**src/rtl/scfa_pkg.sv**
```systemverilog
// Shared types, widths and helpers for the sphere contact force accumulator.
// No dependencies; every other file imports this package.
package scfa_pkg;

   localparam int POS_WIDTH  = 24;
   localparam int SUM_WIDTH  = 40;

   localparam int RAD_W      = 16;
   localparam int STIFF_W    = 20;
   localparam int SCALE_W    = 16;
   localparam int FORCE_W    = 32;
   localparam int CSR_IDX_W  = 3;
   localparam int CSR_DATA_W = 32;

   localparam int T_W        = POS_WIDTH + SCALE_W + 1 - 8;
   localparam int D_W        = T_W + 1;
   localparam int RSUM_W     = RAD_W + 1;
   localparam int SQ_W       = 2 * RSUM_W;
   localparam int D2_W       = SQ_W + 2;
   localparam int RADSQ_W    = D2_W + 16;
   localparam int ROOT_W     = RADSQ_W / 2;
   localparam int SREM_W     = ROOT_W + 3;
   localparam int PEN_W      = RSUM_W + 8;
   localparam int PK_W       = PEN_W + STIFF_W;
   localparam int DVD_W      = PK_W + RSUM_W;
   localparam int QUO_W      = 48;
   localparam int DEN_W      = ROOT_W + 8;
   localparam int F_W        = QUO_W + 1;
   localparam int EXT_W      = ((SUM_WIDTH > F_W) ? SUM_WIDTH : F_W) + 1;
   localparam int QS_W       = SUM_WIDTH - 8;
   localparam int QC_W       = 42;
   localparam int PQ_W       = QC_W + SCALE_W + 1;
   localparam int CNT_W      = 6;
   localparam int SQRT_STEPS = ROOT_W;
   localparam int DIV_STEPS  = QUO_W;

   localparam logic [RAD_W-1:0]   TOOL_RADIUS_RST = RAD_W'(6554);
   localparam logic [RAD_W-1:0]   NODE_RADIUS_RST = RAD_W'(3277);
   localparam logic [STIFF_W-1:0] STIFF_RST       = STIFF_W'(10240);
   localparam logic [SCALE_W-1:0] WSCALE_RST      = SCALE_W'(256);
   localparam logic [SCALE_W-1:0] OSCALE_RST      = SCALE_W'(256);

   typedef enum logic [CSR_IDX_W-1:0] {
      CSR_TOOL_RADIUS = 3'd0,
      CSR_NODE_RADIUS = 3'd1,
      CSR_STIFFNESS   = 3'd2,
      CSR_WS_SCALE    = 3'd3,
      CSR_OUT_SCALE   = 3'd4
   } csr_idx_type;

   typedef enum logic [3:0] {
      ST_IDLE, ST_SCALE, ST_DIFF, ST_SQUARE, ST_TEST, ST_SQRT, ST_PEN,
      ST_PROD, ST_DIV, ST_FORCE, ST_TOTMUL, ST_TOTAL, ST_OUT
   } state_type;

   typedef struct packed {
      logic capture;
      logic scale;
      logic diff;
      logic square;
      logic test;
      logic sqrt_step;
      logic pen;
      logic prod;
      logic div_step;
      logic apply_force;
      logic tot_mul;
      logic tot_fin;
      logic out_load;
   } cmd_type;

   typedef struct packed {
      logic contact;
      logic last;
      logic out_free;
   } status_type;

   // clamp a signed value to the 32 bit range
   function automatic logic signed [FORCE_W-1:0] sat32(input logic signed [63:0] v);
      logic fits;
      fits = (&v[63:FORCE_W-1]) | ~(|v[63:FORCE_W-1]);
      if (fits) sat32 = v[FORCE_W-1:0];
      else if (v[63]) sat32 = {1'b1, {(FORCE_W-1){1'b0}}};
      else sat32 = {1'b0, {(FORCE_W-1){1'b1}}};
   endfunction

endpackage

```
**src/rtl/scfa_ctrl.sv**
```systemverilog
// Sequencer for the contact force datapath: walks one word through scale,
// distance, square root, divide and accumulate steps. Depends on scfa_pkg.
module scfa_ctrl import scfa_pkg::*; (
   input  logic       clock,
   input  logic       reset,
   input  logic       req_valid,
   output logic       req_ready,
   input  status_type status,
   output cmd_type    cmd
);

   state_type state_ff, state_in;
   logic [CNT_W-1:0] cnt_ff, cnt_in;

   always_ff @(posedge clock) begin
      if (reset) begin
         state_ff <= ST_IDLE;
         cnt_ff   <= '0;
      end else begin
         state_ff <= state_in;
         cnt_ff   <= cnt_in;
      end
   end

   // next state
   always_comb begin
      state_in = state_ff;
      unique case (state_ff)
         ST_IDLE:   if (req_valid) state_in = ST_SCALE;
         ST_SCALE:  state_in = ST_DIFF;
         ST_DIFF:   state_in = ST_SQUARE;
         ST_SQUARE: state_in = ST_TEST;
         ST_TEST:   state_in = ST_SQRT;
         ST_SQRT: begin
            if (!status.contact) state_in = ST_FORCE;
            else if (cnt_ff == CNT_W'(SQRT_STEPS - 1)) state_in = ST_PEN;
         end
         ST_PEN:    state_in = ST_PROD;
         ST_PROD:   state_in = ST_DIV;
         ST_DIV:    if (cnt_ff == CNT_W'(DIV_STEPS - 1)) state_in = ST_FORCE;
         ST_FORCE:  state_in = status.last ? ST_TOTMUL : ST_OUT;
         ST_TOTMUL: state_in = ST_TOTAL;
         ST_TOTAL:  state_in = ST_OUT;
         ST_OUT:    if (status.out_free) state_in = ST_IDLE;
         default:   state_in = ST_IDLE;
      endcase
   end

   // step counter for the iterative units
   always_comb begin
      cnt_in = '0;
      if ((state_ff == ST_SQRT && status.contact &&
           cnt_ff != CNT_W'(SQRT_STEPS - 1)) ||
          (state_ff == ST_DIV && cnt_ff != CNT_W'(DIV_STEPS - 1)))
         cnt_in = cnt_ff + CNT_W'(1);
   end

   // outputs
   always_comb begin
      cmd           = '0;
      req_ready     = 1'b0;
      unique case (state_ff)
         ST_IDLE: begin
            req_ready   = 1'b1;
            cmd.capture = req_valid;
         end
         ST_SCALE:  cmd.scale       = 1'b1;
         ST_DIFF:   cmd.diff        = 1'b1;
         ST_SQUARE: cmd.square      = 1'b1;
         ST_TEST:   cmd.test        = 1'b1;
         ST_SQRT:   cmd.sqrt_step   = status.contact;
         ST_PEN:    cmd.pen         = 1'b1;
         ST_PROD:   cmd.prod        = 1'b1;
         ST_DIV:    cmd.div_step    = 1'b1;
         ST_FORCE:  cmd.apply_force = 1'b1;
         ST_TOTMUL: cmd.tot_mul     = 1'b1;
         ST_TOTAL:  cmd.tot_fin     = 1'b1;
         ST_OUT:    cmd.out_load    = status.out_free;
         default: ;
      endcase
   end

endmodule

```
**config.mk**
```make
export PLATFORM = sky130hd
export DESIGN_NAME = scfa_ctrl
export DESIGN_NICKNAME = d
export VERILOG_FILES = /design/src/rtl/scfa_pkg.sv /design/src/rtl/scfa_ctrl.sv
export SDC_FILE = /design/constraint.sdc
export NUM_CORES = 1
export LEC_CHECK = 0
export BUFFER_PORTS_ARGS = -buffer_cell sky130_fd_sc_hd__buf_2
export CAP_MARGIN = 20
export CORE_UTILIZATION = 50
export CTS_BUF_LIST = sky130_fd_sc_hd__clkbuf_4
export CTS_CLUSTER_DIAMETER = 40
export DETAILED_ROUTE_END_ITERATION = 6
export HOLD_SLACK_MARGIN = 0.1
export PLACE_DENSITY = 0.83
export SLEW_MARGIN = 20
export SYNTH_ARGS = -nofsm -noshare
export SYNTH_HDL_FRONTEND = slang
export SYNTH_SLANG_ARGS = --single-unit
```
**constraint.sdc**
```tcl
create_clock -name clock -period 3.6 [get_ports clock]
set_clock_uncertainty 0.05 [all_clocks]
set_input_delay 0.54 -clock clock [delete_from_list [all_inputs] [get_ports clock]]
set_output_delay 0.54 -clock clock [all_outputs]
set_load 0.03 [all_outputs]
```
==> results of run 1 <==
==> cell type report <==
cell class	instances	area share (%)
Timing Repair Buffer	19	11.9
Multi-Input combinational cell	62	55.2
Clock buffer	3	2.82
Tap cell	14	2.19
Sequential cell	10	25.0
Inverter	5	2.35
Clock inverter	1	0.469
==> power by group through the flow <==
stage               clock network (mW)  logic [mW]  registers [mW]
floorplan                            0      0.0656           0.121
global placement                     0      0.0745           0.131
detailed placement                   0      0.0748           0.131
CTS                             0.0790      0.0751           0.129
global route                    0.0871      0.0816           0.131
finish                          0.0787      0.0756           0.130
==> worst max path at each step <==
stage	startpoint	to	slack [ns]
after floorplan	state_ff[1]	cmd[12]	1.07
after global placement	status[2]	cmd[7]	1.67
after detailed placement	status[2]	cmd[7]	1.66
after CTS	state_ff[2]	cmd[7]	1.38
after global routing	state_ff[0]	cmd[7]	1.26
final	state_ff[0]	cmd[7]	1.37
==> routing by layer <==
metal / up-vias / routed length, µm
met3: 2 / 111
met1: 319 / 688
met5: - / 0
met2: 27 / 706
met4: 0 / 14
li1: 332 / -
==> registers in the layout (all words and copies together) (netlist names) <==
name / cells
state_ff: 4
cnt_ff: 6
==> cells by family (layout without fill, tap and decap cells) <==
kind of cell	after synthesis	in the layout	share of synthesized area (%)
buffers and inverters	10	28	5.70
DFF	10	10	29.4
xor gates and xnor gates	4	4	5.15
AOI/OAI and AO/OA	16	16	18.9
and+or+nand+nor	39	39	35.5
muxes	1	1	1.65
adders and majority gates	2	2	3.68
==> metrics by stage <==
step | hold WS [ns] | util [%]
after global routing | 0.480 | 67.4
after detailed placement | 0.438 | 65.2
after global placement | 0.429 | 65.2
after CTS | 0.446 | 67.4
final | 0.442 | 67.4
after floorplan | 0.410 | -
==> synthesized netlist by cell type (all sizes together) (2+ instances only) <==
| library cell | n | share of area (%) |
|---|---|---|
| xnor2 | 2 | 2.6 |
| nor3 | 13 | 12 |
| xor2 | 2 | 2.6 |
| nand2 | 4 | 2.2 |
| o211ai | 2 | 2.9 |
| nand2b | 5 | 5.7 |
| dfxtp | 10 | 29 |
| o21ai | 2 | 1.5 |
| ha | 2 | 3.7 |
| a31oi | 2 | 1.8 |
| nor2 | 8 | 4.4 |
| inv | 5 | 2.8 |
| a21oi | 3 | 2.2 |
| clkbuf | 4 | 2.2 |
| nand3 | 2 | 1.5 |
==> impl_metrics.json, run 1 <==
{
  "rows": 12,
  "clk_latency_ns": 0.27,
  "core_area_um2": 1190,
  "maxCapViolCount": 0,
  "ant_nets": 0,
  "grt_start_max_net_pins": 16,
  "cts_buffers": 3,
  "die_w_um": 38.9,
  "vias": 680,
  "slew_headroom_pct": 66.4,
  "area_delta_synth_final_pct": 17.5,
  "routed_via_density": 5.96,
  "synthArstFlopShare_pct": 0,
  "power.share.combinational_pct": 26.6,
  "worst_slack_ns": 1.37,
  "busiest_layer": "met2",
  "root_buffer": "clkbuf_4",
  "cts_setup_buffers": 0,
  "cts-resized-gates": 0,
  "syn_area_um2": 681,
  "start_util_pct": 57.4,
  "setup_viol": 0,
  "die_area_um2": 1510,
  "wire_per_inst_um": 13.3,
  "p_int_mw": 0.181,
  "slew_violations": 0,
  "synth_nets": 90,
  "synth_area_per_cell_um2": 8.30,
  "grt_pass1_vias": 563,
  "seqPwrFrac_pct": 45.7,
  "rr_endpoint": "state_ff[2]",
  "yosysSeqAreaShare_pct": 29.4,
  "track_usage_pct": 23.3,
  "power_density_nw_per_um2": 355,
  "hold_end": "cnt_ff[0]",
  "drt_iter0_drc": 28,
  "synth_warnings": 0,
  "reg2reg_slack_ns": 1.73,
  "start_kind": "register",
  "layout_min_cycle_time_ns": 2.23,
  "port_buffers": 19,
  "fillCellCount": 100,
  "multi_input_area_um2": 442,
  "crit_family": "flip-flops",
  "place_inst": 110,
  "drive_above_1_share_pct": 32.0,
  "setup_tns_ns": 0,
  "p_clk_share_pct": 27.7,
  "die_y_um": 38.9,
  "insertedDiodeCount": 0,
  "ys.flop_type": "dfxtp_1",
  "fin_crit_sh_pct": 61.9,
  "cts_sinks": 10,
  "required_ns": 3.01,
  "worstPathArrival_ns": 1.64,
  "cpMaxStageDelayCell": "dfxtp_1",
  "final_area_um2": 800,
  "totalWireLength_mm": 1.52,
  "max_freq_ghz": 0.449,
  "max_stage_delay_ns": 0.58,
  "timing.rr.start": "state_ff[0]",
  "holdPathStages": 1,
  "stdcell_count": 114,
  "grt_pass1_wl_mm": 2.35,
  "cts.path.max_buffers": 2,
  "ir_worst_vdd_mv": 0.213,
  "power.net_switching_mw": 0.103,
  "end_kind": "output port",
  "cts_tree": "yes",
  "critPathMaxFanout": 14,
  "cp_cell_sequence": "nand2b_1, or3_4, inv_1, buf_2",
  "critPathBufInv": 2,
  "worstMarginPinSlew_ns": 0.502,
  "htree_levels": 1,
  "synth_cells": 82,
  "gp_congestion": 0.802,
  "holdCritPathClass": "reg -> reg",
  "grt_overflow_total": 0,
  "final_common_cell": "buf_2",
  "holdBufCountCts": 0,
  "run_status": "finished, final reports clean",
  "met1_usage_pct": 30.5,
  "synth_cell_types": 35,
  "regArea_um2": 200,
  "drc": 0,
  "place_area_um2": 773,
  "final_hold_viol_count": 0,
  "dp_hpwl_mm": 1.09,
  "synth_edf_count": 0,
  "crit_type": "reg -> out",
  "io_pins": 20,
  "rsz0062_at_grt": "no",
  "hold_start": "cnt_ff[0]",
  "r2r_cells": 4,
  "antenna_found_initial": 0,
  "grt_util_met2_pct": 33.8,
  "power_mw": 0.284,
  "cellLeakagePower_nw": 0.325,
  "firstDrtPassIters": 6,
  "pre_cts_slack_ns": 1.66,
  "path_clk_slew_ns": 0.07,
  "layout_common_cells": "buf_2, dfxtp_1, nor3_1",
  "ys_ff_latch": 10,
  "use_met3_pct": 8.67,
  "nets": 109,
  "path_depth": 4,
  "swShare_pct": 36.4
}
Power figures use the tool's default switching activity.
==> run 2, diff against run 1 <==
CORE_UTILIZATION = 47   (was 50)
PLACE_DENSITY = 0.82   (was 0.83)
clock period = 2 ns   (was 3.6 ns; I/O delays follow)
==> run 2 against run 1 <==
- clock power increased by 82%
- cell area up 4.7%
- clock-buffer cell count unchanged
- largest power group unchanged
- sequential power grew 65%
- critical path type unchanged
==> impl_metrics.json, run 2 (synthesis results as in run 1) <==
{
  "cpMaxStageDelayCell": "dfxtp_1",
  "start_util_pct": 51.7,
  "routed_via_density": 5.67,
  "cts_tree": "yes",
  "cts-resized-gates": 0,
  "final_core_util_pct": 63.5,
  "port_buffers": 19,
  "seqPwrFrac_pct": 40.4,
  "htree_levels": 1,
  "end_kind": "output port",
  "cellLeakagePower_nw": 0.347,
  "die_y_um": 40.1,
  "final_common_cell": "buf_2",
  "nets": 113,
  "dp_hpwl_mm": 1.26,
  "swShare_pct": 36.2,
  "r2r_cells": 5,
  "drc": 0,
  "insertedDiodeCount": 0,
  "wire_per_inst_um": 14.2,
  "path_clk_slew_ns": 0.07,
  "power_density_nw_per_um2": 632,
  "grt_overflow_total": 0,
  "cts_setup_buffers": 0,
  "timing.rr.start": "cnt_ff[0]",
  "rsz0062_at_grt": "no",
  "cts_buffers": 3,
  "power.share.combinational_pct": 32.5,
  "holdPathStages": 4,
  "max_freq_ghz": 0.546,
  "rows": 13,
  "setup_viol": 0,
  "grt_start_max_net_pins": 15,
  "slew_headroom_pct": 64.0,
  "hold_start": "status[2]",
  "core_area_um2": 1320,
  "grt_pass1_vias": 624,
  "drt_iter0_drc": 40,
  "rr_endpoint": "state_ff[2]",
  "io_pins": 20,
  "worstPathArrival_ns": 1.48,
  "die_area_um2": 1600,
  "clk_latency_ns": 0.27,
  "area_delta_synth_final_pct": 23.0,
  "holdBufCountCts": 0,
  "cts_sinks": 10,
  "ir_worst_vdd_mv": 0.313,
  "p_clk_share_pct": 27.1,
  "largestRegisters": "cnt_ff: 6 flops, state_ff: 4 flops",
  "largest_register": "cnt_ff",
  "holdCritPathClass": "in -> reg",
  "vias": 675,
  "slew_violations": 0,
  "ant_nets": 0,
  "firstDrtPassIters": 4,
  "maxCapViolCount": 0,
  "reg2reg_slack_ns": 0.23,
  "layout_min_cycle_time_ns": 1.83,
  "antenna_found_initial": 0,
  "setup_tns_ns": 0,
  "hold_end": "state_ff[0]",
  "critPathMaxFanout": 5,
  "start_kind": "register",
  "gp_congestion": 0.807,
  "root_buffer": "clkbuf_4",
  "cp_cell_sequence": "nand2b_4, or3_4, inv_1, buf_2",
  "layout_common_cells": "buf_2, dfxtp_1, nor3_1",
  "grt_pass1_wl_mm": 2.64,
  "fin_crit_sh_pct": 91.5,
  "totalWireLength_mm": 1.69,
  "largest_reg_flops": 6,
  "drive_above_1_share_pct": 35.6,
  "power.net_switching_mw": 0.191,
  "p_int_mw": 0.338,
  "crit_type": "reg -> out",
  "track_usage_pct": 25.5,
  "required_ns": 1.65,
  "die_w_um": 40.1,
  "final_hold_viol_count": 0,
  "cts.path.max_buffers": 2,
  "run_status": "finished, final reports clean",
  "max_stage_delay_ns": 0.44,
  "worstMarginPinSlew_ns": 0.539
}
## run 2: changes by cell type in the layout (fill, tap and decap cells not counted), sizes merged
cell / delta
buf: +4
## run 2: through the flow
step / total power, mW / cell area, µm² / hold slack, ns / setup slack (ns) / instances
global route: 0.557 / 837 / 0.347 / 0.127 / 119
detailed placement: 0.388 / 811 / 0.436 / 0.287 / 115
global placement: 0.384 / 811 / 0.423 / 0.393 / 115
CTS: 0.534 / 837 / 0.304 / 0.165 / 119
floorplan: 0.339 / 687 / 0.410 / 0.0879 / 82
finish: 0.529 / 837 / 0.313 / 0.169 / 119
## run 2: area by class of cell
class | count | area, µm²
fillers | 112 | 480
repair buffers | 23 | 125
clock buffers | 3 | 22.5
well taps | 15 | 18.8
inverters | 5 | 18.8
flip-flops and latches | 10 | 200
clock inverters | 1 | 3.75
multi-input cells | 62 | 448
## run 2: power groups by stage
stage | Combinational [mW] | Clock, mW | Sequential (mW)
global route | 0.186 | 0.156 | 0.215
global placement | 0.166 | 0 | 0.218
finish | 0.172 | 0.143 | 0.214
detailed placement | 0.170 | 0 | 0.218
CTS | 0.171 | 0.150 | 0.214
floorplan | 0.121 | 0 | 0.218
## run 2: worst max path at each step
stage	start	end	slack (ns)	cells past startpoint
finish	state_ff[2]	cmd[7]	0.17	4
global route	state_ff[2]	cmd[7]	0.13	4
CTS	state_ff[2]	cmd[7]	0.16	4
detailed placement	cnt_ff[0]	state_ff[2]	0.29	5
global placement	cnt_ff[0]	state_ff[2]	0.39	5
floorplan	state_ff[1]	cmd[12]	0.09	3
## run 2: critical path: cells and delay by family, from the launching register on
kind,cells,cell delay [ns]
flip-flops,1,0.44
buffers and inverters,2,0.26
AND/OR/NAND/NOR,2,0.51
## run 2: per-layer routing
layer  wire length (µm)  vias up  GRT usage (%)
li1                   -      338              -
met4                 11        0           12.1
met2                892       21           43.1
met3                 85        2           9.44
met5                  0        -              0
met1                701      314           27.9
